**src/design/mdcf_pkg.sv**
```systemverilog
`timescale 1ns / 1ps
`default_nettype none
// ----------------------------------------------------------------------------
// mdcf_pkg
// Field widths and verdict codes shared by the duplicate command filter.
// ----------------------------------------------------------------------------
package mdcf_pkg;

    localparam int LEN_W     = 16;
    localparam int MAC_W     = 48;
    localparam int SEQ_W     = 16;
    localparam int VERDICT_W = 3;
    localparam int CFG_IDX_W = 1;
    localparam int CFG_W     = 16;

    typedef logic [LEN_W-1:0]     t_len;
    typedef logic [MAC_W-1:0]     t_mac;
    typedef logic [SEQ_W-1:0]     t_seq;
    typedef logic [VERDICT_W-1:0] t_verdict;
    typedef logic [CFG_IDX_W-1:0] t_cfg_idx;
    typedef logic [CFG_W-1:0]     t_cfg;

    // verdict codes
    localparam t_verdict V_OK      = 3'd0;
    localparam t_verdict V_SHORT   = 3'd1;
    localparam t_verdict V_BADMAC  = 3'd2;
    localparam t_verdict V_DUP     = 3'd3;
    localparam t_verdict V_FOREIGN = 3'd4;

    // configuration register indexes
    localparam t_cfg_idx CFG_MIN_LEN_CMD    = 1'd0;
    localparam t_cfg_idx CFG_MIN_LEN_NOTIFY = 1'd1;

    // stored sequence assumed for a neighbour not in the list
    localparam t_seq SEQ_MISS = 16'hFFFF;

endpackage
`default_nettype wire

```
**src/design/mru_duplicate_command_filter.sv**
```systemverilog
`timescale 1ns / 1ps
`default_nettype none
// ----------------------------------------------------------------------------
// mru_duplicate_command_filter
// Tells new received command frames from repeats, keeping a most-recently-
// used list of neighbour MACs and sequences plus the own sequence register.
// ----------------------------------------------------------------------------
//  channel  | direction | handshake               | payload
//  ---------+-----------+-------------------------+------------------------------
//  in       | to block  | i_in_valid / o_in_stall | notify, len, mac, seq, own_net
//  out      | from block| o_out_valid / i_out_stall| accept, verdict
//  cfg      | to block  | i_cfg_we                | i_cfg_idx, i_cfg_data
//
//  A transaction is taken only in idle. A command frame, and a notify
//  rejected for length or MAC, goes from the check step to done; any other
//  notify is scanned, one neighbour entry a cycle from the list memory, until
//  its MAC is found or the last position is compared, then updates the list.
//  Reset (synchronous, active low) restores list order and entry valid bits at
//  once; the list memory itself needs no clearing. A stalled result sits in
//  the output register while the next transaction is taken and worked on.
// ----------------------------------------------------------------------------
module mru_duplicate_command_filter #(
    parameter int NEIGHBOURS = 8
) (
    input  wire                       i_clk,
    input  wire                       i_rst_n,
    // configuration
    input  wire                       i_cfg_we,
    input  wire mdcf_pkg::t_cfg_idx   i_cfg_idx,
    input  wire mdcf_pkg::t_cfg       i_cfg_data,
    // frame input
    input  wire                       i_in_valid,
    output logic                      o_in_stall,
    input  wire                       i_neighbour_notify,
    input  wire mdcf_pkg::t_len       i_frame_len,
    input  wire mdcf_pkg::t_mac       i_src_mac,
    input  wire mdcf_pkg::t_seq       i_frame_seq,
    input  wire                       i_own_net,
    // verdict output
    output logic                      o_out_valid,
    input  wire                       i_out_stall,
    output logic                      o_accept,
    output mdcf_pkg::t_verdict        o_verdict
);
    import mdcf_pkg::*;

    localparam int IDXW = (NEIGHBOURS > 1) ? $clog2(NEIGHBOURS) : 1;
    localparam logic [IDXW-1:0] LAST_POS = IDXW'(NEIGHBOURS - 1);
    localparam int ENT_W = MAC_W + SEQ_W;

    localparam logic [2:0] ST_IDLE   = 3'd0;
    localparam logic [2:0] ST_CHECK  = 3'd1;
    localparam logic [2:0] ST_SCAN   = 3'd2;
    localparam logic [2:0] ST_UPDATE = 3'd3;
    localparam logic [2:0] ST_DONE   = 3'd4;

    logic [2:0]        r_state, n_state;

    // configuration registers
    t_len              r_min_len_cmd;
    t_len              r_min_len_notify;

    // captured frame
    logic              r_notify;
    t_len              r_len;
    t_mac              r_mac;
    t_seq              r_seq;
    logic              r_own;

    // own network sequence
    t_seq              r_own_seq;
    logic              r_own_seq_valid;

    // list: physical slot at each MRU position, and slot valid bits
    logic [IDXW-1:0]   r_order [NEIGHBOURS];
    logic [NEIGHBOURS-1:0] r_valid;

    // neighbour memory {mac, seq}
    logic [ENT_W-1:0]  mem [NEIGHBOURS];
    logic [ENT_W-1:0]  r_rd_data;
    logic [IDXW-1:0]   rd_addr;
    logic              mem_we;
    logic [IDXW-1:0]   wr_slot;

    // scan pipeline
    logic [IDXW-1:0]   r_pos;
    logic              r_cmp_vld;
    logic [IDXW-1:0]   r_cmp_pos;
    logic [IDXW-1:0]   r_cmp_slot;
    logic [IDXW-1:0]   r_hit_pos;
    t_seq              r_old_seq;

    // result
    logic              r_res_accept;
    t_verdict          r_res_verdict;
    logic              r_out_valid;
    logic              r_out_accept;
    t_verdict          r_out_verdict;

    logic              in_take;
    logic              out_free;
    logic              too_short;
    logic              bad_mac;
    logic              cmp_hit;
    logic              cmp_last;

    assign o_in_stall  = (r_state != ST_IDLE);
    assign in_take     = i_in_valid && !o_in_stall;
    assign out_free    = !r_out_valid || !i_out_stall;
    assign o_out_valid = r_out_valid;
    assign o_accept    = r_out_accept;
    assign o_verdict   = r_out_verdict;

    // frame checks on the captured transaction
    assign too_short = r_notify ? (r_len < r_min_len_notify) : (r_len < r_min_len_cmd);
    assign bad_mac   = (r_mac == '0) || (r_mac == '1);

    // compare stage of the scan
    assign cmp_hit  = r_cmp_vld && r_valid[r_cmp_slot] &&
                      (r_rd_data[ENT_W-1:SEQ_W] == r_mac);
    assign cmp_last = r_cmp_vld && (r_cmp_pos == LAST_POS);

    assign rd_addr = r_order[r_pos];
    assign mem_we  = (r_state == ST_UPDATE);
    assign wr_slot = r_order[r_hit_pos];

    // configuration writes
    always_ff @(posedge i_clk) begin
        if (!i_rst_n) begin
            r_min_len_cmd    <= '0;
            r_min_len_notify <= '0;
        end else if (i_cfg_we) begin
            unique case (i_cfg_idx)
                CFG_MIN_LEN_CMD:    r_min_len_cmd    <= i_cfg_data;
                CFG_MIN_LEN_NOTIFY: r_min_len_notify <= i_cfg_data;
                default: ;
            endcase
        end
    end

    // next state
    always_comb begin
        n_state = r_state;
        unique case (r_state)
            ST_IDLE:   if (i_in_valid) n_state = ST_CHECK;
            ST_CHECK: begin
                if (r_notify && !too_short && !bad_mac) n_state = ST_SCAN;
                else                                    n_state = ST_DONE;
            end
            ST_SCAN:   if (cmp_hit || cmp_last) n_state = ST_UPDATE;
            ST_UPDATE: n_state = ST_DONE;
            ST_DONE:   if (out_free) n_state = ST_IDLE;
            default:   n_state = ST_IDLE;
        endcase
    end

    always_ff @(posedge i_clk) begin
        if (!i_rst_n) r_state <= ST_IDLE;
        else          r_state <= n_state;
    end

    // capture the transaction
    always_ff @(posedge i_clk) begin
        if (in_take) begin
            r_notify <= i_neighbour_notify;
            r_len    <= i_frame_len;
            r_mac    <= i_src_mac;
            r_seq    <= i_frame_seq;
            r_own    <= i_own_net;
        end
    end

    // neighbour memory, one read and one write port, read registered.
    // Writes occur only in the update step, after the scan of the same
    // transaction is over, so reads never meet a pending write.
    always_ff @(posedge i_clk) begin
        if (mem_we) mem[wr_slot] <= {r_mac, r_seq};
        r_rd_data <= mem[rd_addr];
    end

    // scan: issue one position a cycle, compare the previous one
    always_ff @(posedge i_clk) begin
        if (!i_rst_n) begin
            r_cmp_vld <= 1'b0;
        end else if (r_state == ST_SCAN) begin
            r_cmp_vld <= 1'b1;
        end else begin
            r_cmp_vld <= 1'b0;
        end
    end

    always_ff @(posedge i_clk) begin
        if (r_state == ST_CHECK) begin
            r_pos <= '0;
        end else if (r_state == ST_SCAN) begin
            r_cmp_pos  <= r_pos;
            r_cmp_slot <= r_order[r_pos];
            if (r_pos != LAST_POS) r_pos <= r_pos + 1'b1;
            if (cmp_hit || cmp_last) begin
                r_hit_pos <= r_cmp_pos;
                r_old_seq <= cmp_hit ? r_rd_data[SEQ_W-1:0] : SEQ_MISS;
            end
        end
    end

    // list order and valid bits: move hit (or oldest) entry to front
    always_ff @(posedge i_clk) begin
        if (!i_rst_n) begin
            for (int i = 0; i < NEIGHBOURS; i++) r_order[i] <= IDXW'(i);
            r_valid <= '0;
        end else if (r_state == ST_UPDATE) begin
            r_order[0] <= r_order[r_hit_pos];
            for (int i = 1; i < NEIGHBOURS; i++) begin
                if (IDXW'(i) <= r_hit_pos) r_order[i] <= r_order[i-1];
            end
            r_valid[wr_slot] <= 1'b1;
        end
    end

    // verdict and own sequence register
    always_ff @(posedge i_clk) begin
        if (!i_rst_n) begin
            r_own_seq       <= '0;
            r_own_seq_valid <= 1'b0;
        end else if (r_state == ST_CHECK) begin
            priority if (too_short) begin
                r_res_verdict <= V_SHORT;
                r_res_accept  <= 1'b0;
            end else if (r_notify && bad_mac) begin
                r_res_verdict <= V_BADMAC;
                r_res_accept  <= 1'b0;
            end else if (r_notify) begin
                r_res_verdict <= V_OK;
                r_res_accept  <= 1'b0;
            end else if (!r_own) begin
                r_res_verdict <= V_FOREIGN;
                r_res_accept  <= 1'b0;
            end else if (r_own_seq_valid && (r_own_seq == r_seq)) begin
                r_res_verdict <= V_DUP;
                r_res_accept  <= 1'b0;
            end else begin
                r_res_verdict   <= V_OK;
                r_res_accept    <= 1'b1;
                r_own_seq       <= r_seq;
                r_own_seq_valid <= 1'b1;
            end
        end else if (r_state == ST_UPDATE) begin
            if (r_seq == r_old_seq) begin
                r_res_verdict <= V_DUP;
                r_res_accept  <= 1'b0;
            end else begin
                r_res_verdict <= V_OK;
                r_res_accept  <= 1'b1;
                if (r_own) begin
                    r_own_seq       <= r_seq;
                    r_own_seq_valid <= 1'b1;
                end
            end
        end
    end

    // output register
    always_ff @(posedge i_clk) begin
        if (!i_rst_n) begin
            r_out_valid <= 1'b0;
        end else if (r_state == ST_DONE && out_free) begin
            r_out_valid <= 1'b1;
        end else if (r_out_valid && !i_out_stall) begin
            r_out_valid <= 1'b0;
        end
    end

    always_ff @(posedge i_clk) begin
        if (r_state == ST_DONE && out_free) begin
            r_out_accept  <= r_res_accept;
            r_out_verdict <= r_res_verdict;
        end
    end

`ifndef NO_ASSERTIONS
    // set of slots named by the order list
    logic [NEIGHBOURS-1:0] chk_slots;
    always_comb begin
        chk_slots = '0;
        for (int i = 0; i < NEIGHBOURS; i++) chk_slots[r_order[i]] = 1'b1;
    end

    a_order_perm: assert property (@(posedge i_clk) disable iff (!i_rst_n)
        $countones(chk_slots) == NEIGHBOURS)
        else $error("order list is not a permutation of the slots");

    a_accept_ok: assert property (@(posedge i_clk) disable iff (!i_rst_n)
        o_out_valid |-> (o_accept == (o_verdict == V_OK)))
        else $error("accept flag disagrees with verdict");

    a_valid_update: assert property (@(posedge i_clk) disable iff (!i_rst_n)
        ($past(i_rst_n) && (r_valid != $past(r_valid))) |-> ($past(r_state) == ST_UPDATE))
        else $error("slot valid bits changed outside the update step");

    a_take_check: assert property (@(posedge i_clk) disable iff (!i_rst_n)
        in_take |=> (r_state == ST_CHECK))
        else $error("accepted transaction did not start a check");

    a_done_hold: assert property (@(posedge i_clk) disable iff (!i_rst_n)
        (r_state == ST_DONE && r_out_valid && i_out_stall) |=> (r_state == ST_DONE))
        else $error("result left while the output register was full");
`endif

endmodule
`default_nettype wire

```
**config.mk**
```make
export PLATFORM = sky130hd
export DESIGN_NAME = mru_duplicate_command_filter
export DESIGN_NICKNAME = d
export VERILOG_FILES = /design/src/design/mdcf_pkg.sv /design/src/design/mru_duplicate_command_filter.sv
export SDC_FILE = /design/constraint.sdc
export NUM_CORES = 1
export LEC_CHECK = 0
export BUFFER_PORTS_ARGS = -buffer_cell sky130_fd_sc_hd__buf_2
export CORE_MARGIN = 1
export CORE_UTILIZATION = 40
export DETAILED_ROUTE_END_ITERATION = 10
export PLACE_DENSITY = 0.64
export SLEW_MARGIN = 20
export SYNTH_ARGS = -nofsm -noshare
export SYNTH_HDL_FRONTEND = slang
export SYNTH_SLANG_ARGS = --single-unit
```
**constraint.sdc**
```tcl
create_clock -name i_clk -period 4.7 [get_ports i_clk]
set_input_delay 1.41 -clock i_clk [delete_from_list [all_inputs] [get_ports i_clk]]
set_output_delay 1.41 -clock i_clk [all_outputs]
set_load 0.02 [all_outputs]
```
==> results.toml <==
[floorplanning]
io_pins = 110
core_area_mm2 = 0.0759
dieArea_mm2 = 0.0780
fp.dieH_um = 279
start_util = 0.405
num_rows = 101
die_x_um = 279

[cts]
h-tree-depth = 3
cts.sinks = 786
cts_buffer_depth = 3
clock-root-buffer = "clkbuf_16"
cts_resized = 0
worstSkewPairLatency_ps = 640
cts_setup_buffers = 0
ctsHoldBuffers = 0
clk_pin_slew_ps = 60
numCtsBuffers = 82
cts_tree = "done"

[timing]
finalHoldViolCount = 0
fin_setup_tns_ps = 0
period_needed_ps = 3500
drv_slew = 0
setup_violations = 0
post-route-period-util = 0.745
relSlewSlack = 0.216
fmax_ghz = 0.286
final.setup_skew_ps = 52.1
worst_pin_slew_ps = 1180
rsz0062_at_grt = "no"

[global_routing]
grt_pass1_wl_um = 109000
grt_max_degree = 216
first_global_vias = 19000
grt_overflow = 0
antenna_found_initial = 2
grt_usage = 0.183

[flow_run]
maxCapViolCount = 0

[cells_and_area]
design_area_mm2 = 0.0351
antennaDiodeCount = 0
multi_input_area_mm2 = 0.00788
regArea_mm2 = 0.0223
final_cell_mix = "668 x nand2_1, 651 x edfxtp_1, 344 x nand3_1"
drive_gt1_frac = 0.121
nets = 2686
fill_cells = 6698
area_growth_syn_to_layout_pct = 14.3
final_common_cell = "nand2_1"

[detailed_routing]
drc_errors = 0
antenna_left = 0
avgViaCountPerCell = 5.19
drt-pass1-iter-count = 5
wire_per_inst_um = 19.5
drt_iter0_markers = 1449
vias = 18900
wl_um = 71300

[synth]
yosysWarnings = 0
synth-seq-cells = 786
netlist_instances = 2452
synth.distinct_cells = 46
synth_edf_count = 651
ys_seq_area_frac = 0.724
synth_nets = 2588
synth-async-reset-ratio = 0
netlist_area_mm2 = 0.0307
synth_area_per_cell_um2 = 12.5
synth_flop_cell = "edfxtp_1"

[critical_path]
cp-end-kind = "flop"
critical_path_class = "reg2reg"
reg2regPathDepth = 8
arrival_ps = 4040
crit_required_ps = 5240
start_kind = "flop"
path_max_fanout = 215

[worst_hold_path]
hold_path_depth = 0
hp-class = "reg2reg"

[pwr]
power_density_mw_per_mm2 = 480
p_leak_nw = 12.4
combPwrFrac = 0.132
switchingPower_mw = 4.47
sw_frac_of_total = 0.265
p_int_mw = 12.4
p_clk_frac = 0.379
peakVddDrop_uv = 257
total_power_mw = 16.9
seqPwrFrac = 0.490

[placed_design]
dpl_cell_area_mm2 = 0.0324
globalplace.congestion = 0.826
io_buffers = 109
dp.final_hpwl_um = 40000

[outcome]
status = "finished, final reports clean"
[cells in the mapped netlist (25+ instances only)]
cell type	n	area [um2]
dfxtp_1	135	2700
edfxtp_1	651	19500
inv_1	45	169
nand3_1	344	1720
clkbuf_1	59	221
ha_1	32	400
nand4_1	33	206
nor4_1	25	156
a21oi_1	60	300
nor2_1	48	180
nand2_1	668	2510
xnor2_1	58	508
o21ai_1	55	275
buf_2	52	260
[per-stage QoR]
step / cells / hold WS [ps] / setup WS [ps] / utilization
after floorplan: 2452 / 400 / 142 / -
after global placement: 3495 / 416 / 1260 / 0.427
after detailed placement: 3495 / 405 / 1260 / 0.427
after CTS: 3647 / 420 / 1190 / 0.462
after global routing: 3648 / 426 / 975 / 0.463
final: 3648 / 422 / 1200 / 0.463
[worst max-delay path, cell delays in order, from the launching register on]
cell     delay, ps
dfxtp_1        580
mux4_2         590
mux2i_4        270
buf_4          480
buf_12         620
nand2_1        120
nand3_1        120
nand3_1         90
o21ai_1        150
[power groups by stage]
stage,Clock [mW],Combinational [mW],Sequential (mW)
floorplan,0,1.61,8.27
global placement,0,2.18,8.39
detailed placement,0,2.23,8.40
CTS,6.50,2.24,8.26
global route,6.77,2.46,8.30
finish,6.38,2.22,8.26
[registers in the layout (all words and copies together) (netlist names), 3 cells and up, named ones only]
signal,flops
r_cmp_slot,3
r_res_verdict,3
r_order,24
r_valid,8
r_mac,48
r_state,3
r_min_len_cmd,16
r_rd_data,64
mem,512
r_own_seq,16
r_min_len_notify,16
o_verdict,3
r_seq,16
r_pos,3
r_old_seq,16
r_hit_pos,3
r_len,16
r_cmp_pos,3
[worst paths after layout]
kind	end	start	slack (ps)
setup / recovery	r_rd_data[32]	flop	1200
hold / removal	o_accept	r_res_accept	420
setup reg to reg	r_rd_data[32]	flop	1200
hold reg to reg	o_accept	r_res_accept	420
[layout make-up]
| cell class | count | area share |
|---|---|---|
| Clock inverter | 41 | 0.0121 |
| Inverter | 47 | 0.00538 |
| Clock buffer | 111 | 0.0638 |
| Sequential cell | 786 | 0.633 |
| Multi-Input combinational cell | 1496 | 0.224 |
| Timing Repair Buffer | 137 | 0.0246 |
| Tap cell | 1030 | 0.0367 |
[cells by family (layout without fill, tap and decap cells)]
kind of cell / after synthesis / in the layout / share of synthesized area
simple gates: 1183 / 1183 / 0.169
flops: 786 / 786 / 0.724
compound gates: 179 / 179 / 0.0353
buf+inv: 170 / 336 / 0.0236
xor+xnor: 81 / 81 / 0.0231
fa+ha+maj: 32 / 32 / 0.0130
mux: 21 / 21 / 0.0125
[metal layers]
layer  global-route usage  up-vias  routed length (um)
li1                     -     8925                   -
met1                0.234     9388               29700
met5                    0        -                   0
met4               0.0533        0                1610
met3               0.0289      115                4010
met2                0.319      514               35900
Note: power is estimated with default switching activity, not from simulation.
